==> src/hdl/stbs_pkg.sv <==
// ----------------------------------------------------------------------------
// stbs_pkg
// Shared types and constants for the sorted table binary search core.
// ----------------------------------------------------------------------------
package stbs_pkg;

    localparam int DATA_W  = 32;
    localparam int INDEX_W = 5;
    localparam int COUNT_W = 6;

    localparam logic [COUNT_W-1:0] COUNT_RESET = 6'd20;

    localparam logic CMD_LOAD   = 1'b0;
    localparam logic CMD_SEARCH = 1'b1;

    typedef struct packed {
        logic load_write;
        logic start;
        logic mem_read;
        logic step;
        logic out_load;
    } stbs_cmd_t;

    typedef struct packed {
        logic empty;
        logic hit;
        logic key_above;
        logic slot_free;
    } stbs_status_t;

endpackage

==> src/hdl/stbs_ram.sv <==
// ----------------------------------------------------------------------------
// stbs_ram
// Generic simple dual port RAM, one write and one registered read port.
// ----------------------------------------------------------------------------
module stbs_ram #(
    parameter int WIDTH = 32,
    parameter int DEPTH = 32
) (
    input  logic                     clk,
    input  logic                     wr_en,
    input  logic [$clog2(DEPTH)-1:0] wr_addr,
    input  logic [WIDTH-1:0]         wr_data,
    input  logic                     rd_en,
    input  logic [$clog2(DEPTH)-1:0] rd_addr,
    output logic [WIDTH-1:0]         rd_data
);

    logic [WIDTH-1:0] mem [DEPTH];
    logic [WIDTH-1:0] rd_data_reg;

    always_ff @(posedge clk)
    begin
        if (wr_en)
        begin
            mem[wr_addr] <= wr_data;
        end
        if (rd_en)
        begin
            rd_data_reg <= mem[rd_addr];
        end
    end

    assign rd_data = rd_data_reg;

endmodule

==> src/hdl/stbs_dpath.sv <==
// ----------------------------------------------------------------------------
// stbs_dpath
// Table storage, search bounds, key compare and the result register.
// ----------------------------------------------------------------------------
module stbs_dpath #(
    parameter int TABLE_DEPTH = 32
) (
    input  logic                                clk,
    input  logic                                rst_n,
    input  stbs_pkg::stbs_cmd_t                 ctl,
    output stbs_pkg::stbs_status_t              sts,
    input  logic                                cfg_write,
    input  logic [stbs_pkg::COUNT_W-1:0]        cfg_data,
    input  logic [stbs_pkg::INDEX_W-1:0]        entry_index,
    input  logic signed [stbs_pkg::DATA_W-1:0]  item_value,
    input  logic                                out_stall,
    output logic                                out_valid,
    output logic                                found,
    output logic [stbs_pkg::INDEX_W-1:0]        position
);

    import stbs_pkg::*;

    localparam int AW = $clog2(TABLE_DEPTH);
    localparam int CW = AW + 1;

    logic [COUNT_W-1:0]       cfg_reg;
    logic [CW-1:0]            lo_reg;
    logic [CW-1:0]            end_reg;
    logic [AW-1:0]            mid_reg;
    logic signed [DATA_W-1:0] key_reg;
    logic                     match_reg;
    logic                     out_valid_reg;
    logic                     found_reg;
    logic [INDEX_W-1:0]       pos_reg;

    logic [CW-1:0]            count_cw;
    logic [CW-1:0]            mid_cw;
    logic [AW-1:0]            mid_addr;
    logic [AW+INDEX_W-1:0]    idx_wide;
    logic [AW+INDEX_W-1:0]    mid_wide;
    logic                     load_in_range;
    logic [DATA_W-1:0]        rd_data;

    always_comb
    begin
        if (32'(cfg_reg) > 32'(TABLE_DEPTH))
        begin
            count_cw = CW'(TABLE_DEPTH);
        end
        else
        begin
            count_cw = CW'(cfg_reg);
        end
    end

    // floor midpoint of the closed interval [lo, end - 1]
    assign mid_cw   = lo_reg + ((end_reg - lo_reg - CW'(1)) >> 1);
    assign mid_addr = mid_cw[AW-1:0];

    assign idx_wide      = {{AW{1'b0}}, entry_index};
    assign mid_wide      = {{INDEX_W{1'b0}}, mid_reg};
    assign load_in_range = 32'(entry_index) < 32'(TABLE_DEPTH);

    stbs_ram #(
        .WIDTH (DATA_W),
        .DEPTH (TABLE_DEPTH)
    ) u_table (
        .clk     (clk),
        .wr_en   (ctl.load_write && load_in_range),
        .wr_addr (idx_wide[AW-1:0]),
        .wr_data (item_value),
        .rd_en   (ctl.mem_read),
        .rd_addr (mid_addr),
        .rd_data (rd_data)
    );

    assign sts.empty     = !(lo_reg < end_reg);
    assign sts.hit       = rd_data == key_reg;
    assign sts.key_above = $signed(rd_data) < key_reg;
    assign sts.slot_free = !out_valid_reg || !out_stall;

    always_ff @(posedge clk or negedge rst_n)
    begin
        if (!rst_n)
        begin
            cfg_reg       <= COUNT_RESET;
            out_valid_reg <= 1'b0;
        end
        else
        begin
            if (cfg_write)
            begin
                cfg_reg <= cfg_data;
            end
            if (ctl.out_load)
            begin
                out_valid_reg <= 1'b1;
            end
            else if (!out_stall)
            begin
                out_valid_reg <= 1'b0;
            end
        end
    end

    always_ff @(posedge clk)
    begin
        if (ctl.start)
        begin
            key_reg   <= item_value;
            lo_reg    <= '0;
            end_reg   <= count_cw;
            match_reg <= 1'b0;
        end
        if (ctl.mem_read)
        begin
            mid_reg <= mid_addr;
        end
        if (ctl.step)
        begin
            if (sts.hit)
            begin
                match_reg <= 1'b1;
            end
            else if (sts.key_above)
            begin
                lo_reg <= {1'b0, mid_reg} + CW'(1);
            end
            else
            begin
                end_reg <= {1'b0, mid_reg};
            end
        end
        if (ctl.out_load)
        begin
            found_reg <= match_reg;
            pos_reg   <= match_reg ? mid_wide[INDEX_W-1:0] : '0;
        end
    end

    assign out_valid = out_valid_reg;
    assign found     = found_reg;
    assign position  = pos_reg;

endmodule

==> src/hdl/stbs_ctrl.sv <==
// ----------------------------------------------------------------------------
// stbs_ctrl
// Sequencer for loads and searches: one table read, then one compare, per probe.
// ----------------------------------------------------------------------------
module stbs_ctrl (
    input  logic                   clk,
    input  logic                   rst_n,
    input  logic                   in_valid,
    input  logic                   command,
    output logic                   in_stall,
    input  stbs_pkg::stbs_status_t sts,
    output stbs_pkg::stbs_cmd_t    ctl
);

    import stbs_pkg::*;

    localparam logic [1:0] ST_IDLE  = 2'd0;
    localparam logic [1:0] ST_ISSUE = 2'd1;
    localparam logic [1:0] ST_CMP   = 2'd2;
    localparam logic [1:0] ST_DONE  = 2'd3;

    logic [1:0] state_reg;
    logic [1:0] state_next;

    assign in_stall = state_reg != ST_IDLE;

    always_comb
    begin
        state_next     = state_reg;
        ctl            = '0;
        unique case (state_reg)
            ST_IDLE:
            begin
                if (in_valid)
                begin
                    if (command == CMD_SEARCH)
                    begin
                        ctl.start  = 1'b1;
                        state_next = ST_ISSUE;
                    end
                    else
                    begin
                        ctl.load_write = 1'b1;
                    end
                end
            end
            ST_ISSUE:
            begin
                if (sts.empty)
                begin
                    state_next = ST_DONE;
                end
                else
                begin
                    ctl.mem_read = 1'b1;
                    state_next   = ST_CMP;
                end
            end
            ST_CMP:
            begin
                ctl.step   = 1'b1;
                state_next = sts.hit ? ST_DONE : ST_ISSUE;
            end
            ST_DONE:
            begin
                if (sts.slot_free)
                begin
                    ctl.out_load = 1'b1;
                    state_next   = ST_IDLE;
                end
            end
            default:
            begin
                state_next = ST_IDLE;
            end
        endcase
    end

    always_ff @(posedge clk or negedge rst_n)
    begin
        if (!rst_n)
        begin
            state_reg <= ST_IDLE;
        end
        else
        begin
            state_reg <= state_next;
        end
    end

endmodule

==> src/hdl/sorted_table_binary_search_core.sv <==
// ----------------------------------------------------------------------------
// sorted_table_binary_search_core
// Loads a table of signed words and binary searches it for a key.
// ----------------------------------------------------------------------------
//  channel | direction | handshake          | payload
//  --------+-----------+--------------------+------------------------------------
//  in      | input     | in_valid/in_stall  | command, entry_index, item_value
//  out     | output    | out_valid/out_stall| found, position
//  cfg     | input     | cfg_write          | cfg_data (entries_in_use)
//
//  A load item gives no result and does not hold in_stall high.
//  A search item holds in_stall high from acceptance to a valid result and
//  makes one table read (registered RAM output) then one compare per probe,
//  until a probe hits or the search range is empty.
//  Asynchronous active-low reset; entries_in_use resets to 20, table contents
//  are undefined until loaded.
//  A stalled result waits in the output register; a finished search holds
//  in_stall high until its result can enter that register.
// ----------------------------------------------------------------------------
module sorted_table_binary_search_core #(
    parameter int TABLE_DEPTH = 32
) (
    input  logic                                clk,
    input  logic                                rst_n,
    input  logic                                in_valid,
    output logic                                in_stall,
    input  logic                                command,
    input  logic [stbs_pkg::INDEX_W-1:0]        entry_index,
    input  logic signed [stbs_pkg::DATA_W-1:0]  item_value,
    output logic                                out_valid,
    input  logic                                out_stall,
    output logic                                found,
    output logic [stbs_pkg::INDEX_W-1:0]        position,
    input  logic                                cfg_write,
    input  logic [stbs_pkg::COUNT_W-1:0]        cfg_data
);

    import stbs_pkg::*;

    stbs_cmd_t    ctl;
    stbs_status_t sts;

    stbs_ctrl u_ctrl (
        .clk      (clk),
        .rst_n    (rst_n),
        .in_valid (in_valid),
        .command  (command),
        .in_stall (in_stall),
        .sts      (sts),
        .ctl      (ctl)
    );

    stbs_dpath #(
        .TABLE_DEPTH (TABLE_DEPTH)
    ) u_dpath (
        .clk         (clk),
        .rst_n       (rst_n),
        .ctl         (ctl),
        .sts         (sts),
        .cfg_write   (cfg_write),
        .cfg_data    (cfg_data),
        .entry_index (entry_index),
        .item_value  (item_value),
        .out_stall   (out_stall),
        .out_valid   (out_valid),
        .found       (found),
        .position    (position)
    );

endmodule

==> config.mk <==
export PLATFORM = sky130hd
export DESIGN_NAME = sorted_table_binary_search_core
export DESIGN_NICKNAME = d
export VERILOG_FILES = /design/src/hdl/stbs_pkg.sv /design/src/hdl/stbs_ram.sv /design/src/hdl/stbs_dpath.sv /design/src/hdl/stbs_ctrl.sv /design/src/hdl/sorted_table_binary_search_core.sv
export SDC_FILE = /design/constraint.sdc
export NUM_CORES = 1
export LEC_CHECK = 0
export ABC_AREA = 1
export BUFFER_PORTS_ARGS = -buffer_cell sky130_fd_sc_hd__buf_2
export CAP_MARGIN = 20
export CELL_PAD_IN_SITES_DETAIL_PLACEMENT = 1
export CELL_PAD_IN_SITES_GLOBAL_PLACEMENT = 2
export CORE_MARGIN = 8
export CORE_UTILIZATION = 44
export DETAILED_ROUTE_END_ITERATION = 6
export PLACE_DENSITY = 0.89
export SLEW_MARGIN = 15
export SYNTH_ARGS = -nofsm -noshare
export SYNTH_HDL_FRONTEND = slang
export SYNTH_HIERARCHICAL = 1
export SYNTH_SLANG_ARGS = --single-unit
==> constraint.sdc <==
create_clock -name clk -period 3.6 [get_ports clk]
set_input_delay 1.08 -clock clk [delete_from_list [all_inputs] [get_ports clk]]
set_output_delay 1.08 -clock clk [all_outputs]
set_load 0.01 [all_outputs]
Word level (Yosys, flattened, before mapping):

Memory sizes are Yosys's and may differ from the RTL's. A register that Yosys moved wholly into a read port is not among the register bits.
Index checks and enable logic that the tools add are counted.

* output and inout bits: 8
* bits of input ports: 49
* RAM bits: 1024
* logic and storage cells: 63
* register bits after elaboration: 65
* memories: 1

Memory list
* u_dpath.u_table.mem: words 32, width 32, rd ports 1, clocked after Yosys merged registers in 1, write ports 1, line stbs_ram.sv:18 `logic [WIDTH-1:0] mem [DEPTH];`

* equality and inequality tests: 8
* mux-type cells: 31
* reductions and logical operators: 6
* order comparisons: 3
* $add $sub $neg: 4

Operator list (count)
* $mux 6: 9
* $eq 32x32->1: 1
* $lt 32x32->1: 1
* $mux 1: 15
* $mux 2: 6
* $pmux 2 s4: 1
* $add 5x1->6 const B: 1
* $gt 6x6->1 const B: 1
* $lt 6x6->1: 1
* $ne 2x2->1 const B: 3
* $sub 6x1->6 const B: 1
* $sub 6x6->6: 1
* $add 5x5->5: 1
* $eq 2x2->1 const B: 2
* $reduce_and 3->1: 1
* $eq 2x1->1 const B: 1
* $logic_not 1->1: 2
* $logic_not 2->1: 1
* $ne 2x1->1 const B: 1
* $reduce_bool 2->1: 1
* $logic_or 1x1->1: 1

Longest topological paths before layout:

Gate-level depths: netlist of run 1.

* depth in word-level cells: 7
* depth in mapped cells: 18

Cells and area by module:

Netlist of run 1, hierarchy kept.

Modules (own cells, without submodules)
* stbs_ram: seq. area each 31710.4 µm², instances 1, cells an instance 3536, area each 42726.0 µm²
* stbs_dpath: seq. area each 1729.2 µm², instances 1, cells an instance 374, area each 3589.7 µm²
* stbs_ctrl: seq. area each 50.0 µm², instances 1, cells an instance 24, area each 142.6 µm²

Worst setup path before layout of run 1:

No wires, ideal clock.

* path type: input port to flip-flop
* from: input port command
* to: register u_dpath.end_reg[3]
* data required time: 3.541 ns
* stages on the path: 8
* buffers on the path: 0
* data arrival time: 3.356 ns
* setup slack: 0.186 ns
* cell sequence: nand2_1 nor2_1 inv_1 nor2_1 inv_1 o22ai_1 nand2_1 nand2_1

RTL lines
* from (decl): line sorted_table_binary_search_core.sv:27 `input logic command,`
* to (signal assigned): line stbs_dpath.sv:113 `end_reg <= count_cw;`
* to (signal assigned): line stbs_dpath.sv:132 `end_reg <= {1'b0, mid_reg};`
* to (decl): line stbs_dpath.sv:29 `logic [CW-1:0] end_reg;`

Worst setup path in the final report of run 1:

* from: register u_dpath.lo_reg[0]
* to: register u_dpath.u_table.rd_data_reg[5], in the netlist u_dpath/u_table/rd_data[5] (read register of u_dpath.u_table.mem) (data pin)

* cells in the longest elaborated chain, start to end: 3

RTL lines
* from (decl): line stbs_dpath.sv:28 `logic [CW-1:0] lo_reg;`
* from (signal assigned): line stbs_dpath.sv:128 `lo_reg <= {1'b0, mid_reg} + CW'(1);`
* $sub 6x6->6: line stbs_dpath.sv:58 `assign mid_cw = lo_reg + ((end_reg - lo_reg - CW'(1)) >> 1);`
* $sub 6x1->6: line stbs_dpath.sv:58
* $add 5x5->5 (*): line stbs_dpath.sv:58
* via u_dpath.mid_cw[1]: line stbs_dpath.sv:38 `logic [CW-1:0] mid_cw;`
* to (decl): line stbs_ram.sv:19 `logic [WIDTH-1:0] rd_data_reg;`

The timed path passes the listed nets; every way through them passes the cells marked *.
A chain may end at the register's enable or synchronous reset.

==> key figures, run 1 <==
Run status
  • Run status: finished, final reports clean

Timing
  • Setup clock skew after layout: 0.0240 ns
  • Hold Slack: 0.228 ns
  • Time the final worst path needs with I/O delays and setup: 3.48 ns
  • Tcrit/Tclk final: 96.6%
  • Upper clock frequency limit: 288 MHz
  • Transition at the pin with the smallest max-transition slack: 0.732 ns
  • Hold violation count in the final report: 0
  • RSZ-0062 raised after global routing: no
  • Setup slack after layout: 0.122 ns
  • Final count of negative-setup-slack endpoints: 0
  • Worst slew margin relative to its limit: 51.2%
  • Total Negative Setup Slacks: 0 ns
  • Final slew viol count: 0

Worst setup path
  • Top cell by count, worst path: sky130_fd_sc_hd__nand2_1
  • Cells on worst reg2reg path: 13
  • Worst reg2reg endpoint: u_dpath/u_table/rd_data[5]
  • Worst path top cell family by delay: adder cells
  • Count of buffer and inverter cells on the critical path: 2
  • Critical Path End Type: register
  • Launch point of the worst reg-to-reg path: u_dpath/lo_reg[0]
  • Worst path max stage delay: 0.81 ns
  • Startpoint Class: register
  • Critical Setup Path Class: register to register
  • Critical path peak fanout: 58
  • Critical-path top delay cell: sky130_fd_sc_hd__fa_4
  • Data arrival time of the critical path: 3.93 ns
  • Critical Path, Cell by Cell: nor2_2, fa_1, ha_4, fa_4, buf_12, buf_12, nand3_1, nand3_1, nand2_1, nand2_1, nand2_1, nand2_1, nand2_1
  • Reg-to-reg setup timing slack: 0.12 ns
  • Data required time at the worst endpoint: 4.06 ns

Clock network
  • CTS tree: built
  • H-Tree Level Count: 3
  • Latest clock arrival within the worst-skew pair: 0.70 ns
  • Buffers from clock root to sink, at most: 3
  • Clock transition time at the flip-flop clock pins of the worst setup and hold paths: 0.06 ns
  • Hold Buf Count CTS: 0
  • Root buffer cell: sky130_fd_sc_hd__clkbuf_16
  • CTS sink count: 1,121
  • Total clock buffers created by CTS: 114

Place
  • Worst slack at placement: 0.0961 ns
  • Gpl congestion: 0.769
  • Final HPWL from detailed placement: 77,100 um
  • Number of buffers added on ports: 56

Yosys
  • Netlist area before placement: 46,500 um2
  • Synthesized instance count: 3,933
  • Number of nets in the synthesized netlist: 4,030
  • Warnings, synthesis: 6
  • Mapped Avg Cell Area: 11.8 um2

Drt
  • WL met2: 68,900 um
  • Number of search-and-repair iterations in the first detailed-routing pass: 5
  • Number of nets with antenna violations after routing: 0
  • Vias: 31,721
  • Top layer reached by signal wires: met5
  • Routed length per placed instance: 26.1 um
  • Wire length on met1: 59,200 um
  • Met3 routed WL: 10,800 um
  • Iteration-0 DRC Markers: 3,166
  • WL final: 143,000 um
  • Mean number of vias per cell: 5.78
  • Number of remaining DRC errors: 0

Global routing
  • Remaining global-route overflow: 0
  • GRT Util Overall: 24.0%
  • Largest net degree at the start of global routing: 130
  • Vias in the first global route: 32,775
  • Number of antenna violations at the first check in global routing: 4
  • Wire length of the first global-routing pass: 211,000 um

Layout
  • Flip-flop count of the largest register after layout: 1,024
  • Share of final-layout standard cells stronger than drive strength 1: 9.54%
  • P&R area growth vs syn: 12.8%
  • Fillers: 10,805
  • Final Net Count: 4,103
  • Combined flip-flop and latch cell area: 33,500 um2
  • Footprint of the multi-input gates: 11,400 um2

Job
  • Count of max-cap constraint violations: 0

Floorplanning
  • Die area: 116,000 um2
  • Top-Level Pins: 57
  • Initial Util: 44.3%
  • Area of the core region: 105,000 um2
  • Chip height: 341 um
  • Die extent in x: 341 um
  • Placement Rows: 119

Hold path
  • Class of the tightest hold or removal check: input port to async pin
[stage by stage]
step	instance area (um2)	instances	utilization (%)
finish	52400	5491	49.9
global route	52400	5491	49.9
CTS	52300	5487	49.8
detailed placement	48900	5278	46.5
global placement	48900	5278	46.5
floorplan	46500	3933	-
[layout make-up]
cell class | count | share of cell area [%]
sequential | 1121 | 63.9
antenna | 1 | 0.00477
timing repair buffer | 178 | 3.72
clock buffer | 162 | 5.95
clock inverter | 47 | 0.618
inverter | 91 | 0.721
multi-input combinational | 2500 | 21.8
tap | 1391 | 3.32
[routing by layer]
layer	vias up	global-route usage, %
li1	13821	-
met1	16407	32.4
met2	1216	39.7
met3	275	3.70
met4	2	7.96
met5	-	0
[worst max-delay path by stage]
stage,from,endpoint,cells after the start
CTS,u_dpath/lo_reg[0],u_dpath/u_table/rd_data[20],12
detailed placement,u_dpath/lo_reg[1],u_dpath/u_table/rd_data[19],13
global placement,u_dpath/lo_reg[1],u_dpath/u_table/rd_data[28],13
finish,u_dpath/lo_reg[0],u_dpath/u_table/rd_data[5],13
floorplan,command,u_dpath/end_reg[3],8
global route,u_dpath/lo_reg[0],u_dpath/u_table/rd_data[20],13
[layout by cell type (no fill, tap or decap), types with 6 or more instances in the layout]
cell type,instances
sky130_fd_sc_hd__nand2_1,1522
sky130_fd_sc_hd__edfxtp_1,1099
sky130_fd_sc_hd__clkinv_2,17
sky130_fd_sc_hd__inv_1,85
sky130_fd_sc_hd__buf_12,54
sky130_fd_sc_hd__nand4_1,14
sky130_fd_sc_hd__buf_4,64
sky130_fd_sc_hd__nand3_1,792
sky130_fd_sc_hd__nor2_4,36
sky130_fd_sc_hd__clkinv_1,22
sky130_fd_sc_hd__clkbuf_1,43
sky130_fd_sc_hd__ha_1,45
sky130_fd_sc_hd__nor2_1,16
sky130_fd_sc_hd__buf_2,56
sky130_fd_sc_hd__clkbuf_16,118
sky130_fd_sc_hd__a21oi_1,22
sky130_fd_sc_hd__dfrtp_1,7
sky130_fd_sc_hd__dfxtp_1,12
sky130_fd_sc_hd__nand2_2,6
sky130_fd_sc_hd__o21ai_0,14
[repair_timing]
item | in CTS | in global routing
gates resized for setup | 0 | 9
buffers inserted | 0 | 2
endpoints found under the setup margin | 0 | 22
endpoints found under the hold margin | 0 | 0
Power of run 1 is not shown: default switching activity piles up to over one toggle a cycle in this logic, so the estimate is an artifact.
==> run 2, diff against run 1 <==
REMOVE_ABC_BUFFERS = 1   (was default)
==> run 2 against run 1 <==
Core utilization increased by 0.11 points. Non-clock buffer count decreased by 3. Design area increased by 0.23%. Routed wire length decreased by 0.90%. Fmax decreased by 0.57%. Largest cell class unchanged. Die area unchanged. Worst setup slack got worse by 0.020 ns. Via count decreased by 0.45%. Sequential share of layout area decreased by 0.14 points. Critical endpoint is now u_dpath/u_table/rd_data[24]. Critical path depth unchanged. Highest routed layer unchanged. Clock skew increased by 0.0065 ns. Critical path type unchanged.
==> key figures, run 2 (synthesis gave the netlist of run 1 again) <==
Worst setup path
  • Critical Setup Path Class: register to register
  • Critical Path End Type: register
  • Startpoint Class: register
  • Data required time at the worst endpoint: 4.05 ns (about the same)
  • Critical path peak fanout: 28 (-52%)
  • Reg-to-reg setup timing slack: 0.10 ns (-0.02 ns)
  • Worst path top cell family by delay: adder cells
  • Launch point of the worst path: u_dpath/lo_reg[1]
  • Worst reg2reg endpoint: u_dpath/u_table/rd_data[24]
  • Cells on worst reg2reg path: 13 (unchanged)
  • Launch point of the worst reg-to-reg path: u_dpath/lo_reg[1]
  • Count of buffer and inverter cells on the critical path: 3 (+1)
  • Critical Path, Cell by Cell: inv_1, fa_1, xor2_2, fa_4, buf_12, buf_12, nand3_1, nand3_1, nand2_1, nand2_1, nand2_1, nand2_1, nand2_1
  • Top cell by count, worst path: sky130_fd_sc_hd__nand2_1
  • Critical-path top delay cell: sky130_fd_sc_hd__fa_4
  • Worst path max stage delay: 0.92 ns (+0.11 ns)
  • Data arrival time of the critical path: 3.95 ns (+0.02 ns)

Global routing
  • GRT Util Overall: 23.8% (-0.15 points)
  • Remaining global-route overflow: 0 (unchanged)
  • Wire length of the first global-routing pass: 210,000 um (-0.58%)
  • Vias in the first global route: 32,480 (-0.90%)
  • Number of antenna violations at the first check in global routing: 4 (unchanged)
  • Largest net degree at the start of global routing: 132 (+1.5%)

Floorplanning
  • Die extent in x: 341 um (unchanged)
  • Placement Rows: 119 (unchanged)
  • Chip height: 341 um (unchanged)
  • Top-Level Pins: 57 (unchanged)
  • Initial Util: 44.3% (unchanged)
  • Area of the core region: 105,000 um2 (unchanged)
  • Die area: 116,000 um2 (unchanged)

Timing
  • Hold violation count in the final report: 0 (unchanged)
  • Final slew viol count: 0 (unchanged)
  • Final count of negative-setup-slack endpoints: 0 (unchanged)
  • Time the final worst path needs with I/O delays and setup: 3.50 ns (+0.0201 ns)
  • Upper clock frequency limit: 286 MHz (-0.57%)
  • Transition at the pin with the smallest max-transition slack: 0.775 ns (+0.0438 ns)
  • Hold Slack: 0.221 ns (-0.00658 ns)
  • Worst slew margin relative to its limit: 48.3% (-2.9 points)
  • Tcrit/Tclk final: 97.2% (+0.56 points)
  • Setup clock skew after layout: 0.0305 ns (+0.00652 ns)
  • RSZ-0062 raised after global routing: no

Drt
  • WL final: 142,000 um (-0.90%)
  • Mean number of vias per cell: 5.75 (-0.51%)
  • Number of nets with antenna violations after routing: 0 (unchanged)
  • Number of remaining DRC errors: 0 (unchanged)
  • Number of search-and-repair iterations in the first detailed-routing pass: 5 (unchanged)
  • Vias: 31,577 (-0.45%)
  • Iteration-0 DRC Markers: 2,969 (-6.2%)
  • Routed length per placed instance: 25.9 um (-0.95%)

Layout
  • Final Net Count: 4,100 (-0.073%)
  • Most frequent cells in the layout: sky130_fd_sc_hd__nand2_1, sky130_fd_sc_hd__edfxtp_1, sky130_fd_sc_hd__nand3_1, sky130_fd_sc_hd__clkbuf_16, sky130_fd_sc_hd__inv_1
  • Flip-flop count of the largest register after layout: 1,024 (unchanged)
  • Fillers: 10,812 (+0.065%)
  • Combined flip-flop and latch cell area: 33,500 um2 (unchanged)
  • Most common library cell in the layout ignoring fill and taps: sky130_fd_sc_hd__nand2_1
  • Share of final-layout standard cells stronger than drive strength 1: 9.87% (+0.33 points)
  • Footprint of the multi-input gates: 11,400 um2 (unchanged)
  • P&R area growth vs syn: 13.1%

Clock network
  • H-Tree Level Count: 3 (unchanged)
  • Buffers from clock root to sink, at most: 3 (unchanged)
  • Hold Buf Count CTS: 0 (unchanged)
  • Total clock buffers created by CTS: 114 (unchanged)
  • Root buffer cell: sky130_fd_sc_hd__clkbuf_16
  • Clock transition time at the flip-flop clock pins of the worst setup and hold paths: 0.06 ns (about the same)
  • Latest clock arrival within the worst-skew pair: 0.70 ns (about the same)
  • CTS tree: built
  • CTS sink count: 1,121 (unchanged)

Place
  • Final HPWL from detailed placement: 75,900 um (-1.7%)
  • Number of buffers added on ports: 56 (unchanged)
  • Gpl congestion: 0.793 (+3.2%)

Job
  • Count of max-cap constraint violations: 0 (unchanged)

Run status
  • Run status: finished, final reports clean

Hold path
  • Class of the tightest hold or removal check: input port to async pin
## run 2: cell count changes in the layout (fill, tap and decap cells not counted), moves of 5 or more
cell,delta
sky130_fd_sc_hd__clkbuf_1,-19
sky130_fd_sc_hd__clkinv_1,+8
sky130_fd_sc_hd__bufinv_16,+7
sky130_fd_sc_hd__clkinv_2,+7
sky130_fd_sc_hd__clkinvlp_4,+6
sky130_fd_sc_hd__buf_12,-5
## run 2: metrics by stage
step	std cells	cell area, um2	util (%)	setup WS [ns]	TNS, ns
after CTS	5491	52500	50.0	0.0142	0
after detailed placement	5276	48800	46.5	0.0195	0
after floorplan	3712	44900	-	-10.71	-357.39
final	5494	52500	50.0	0.102	0
after global placement	5276	48800	46.5	0.184	0
after global routing	5493	52500	50.0	0.0123	0
## run 2: worst max-delay path by stage
stage                                              to  slack [ns]  cells after the start
after floorplan            u_dpath/u_table/rd_data[0]      -10.71                     12
after global placement    u_dpath/u_table/rd_data[23]        0.18                     13
after detailed placement   u_dpath/u_table/rd_data[4]        0.02                     13
after CTS                  u_dpath/u_table/rd_data[4]        0.01                     13
after global routing      u_dpath/u_table/rd_data[24]        0.01                     13
final                     u_dpath/u_table/rd_data[24]        0.10                     13
## run 2: repair_timing
item / in CTS / in global routing
gates resized for setup: 1 / 9
pin swaps: 0 / 1
buffers inserted: 0 / 1
cloned: 0 / 1
endpoints found under the setup margin: 1 / 33
## run 2: layout make-up
type                       count  share of cell area (%)
clock buffer                 141                    5.75
multi-input combinational   2500                    21.7
clock inverter                74                    1.22
tap                         1391                    3.31
antenna                        1                 0.00476
inverter                      91                   0.712
timing repair buffer         175                    3.53
sequential                  1121                    63.8
## run 2: layer usage
metal / GRT usage [%] / wire (um)
met5: 0 / 12
met4: 8.19 / 4640
met3: 3.36 / 10000
met2: 39.5 / 68700
met1: 32.4 / 58900
Power of run 2 is left out for the same reason.
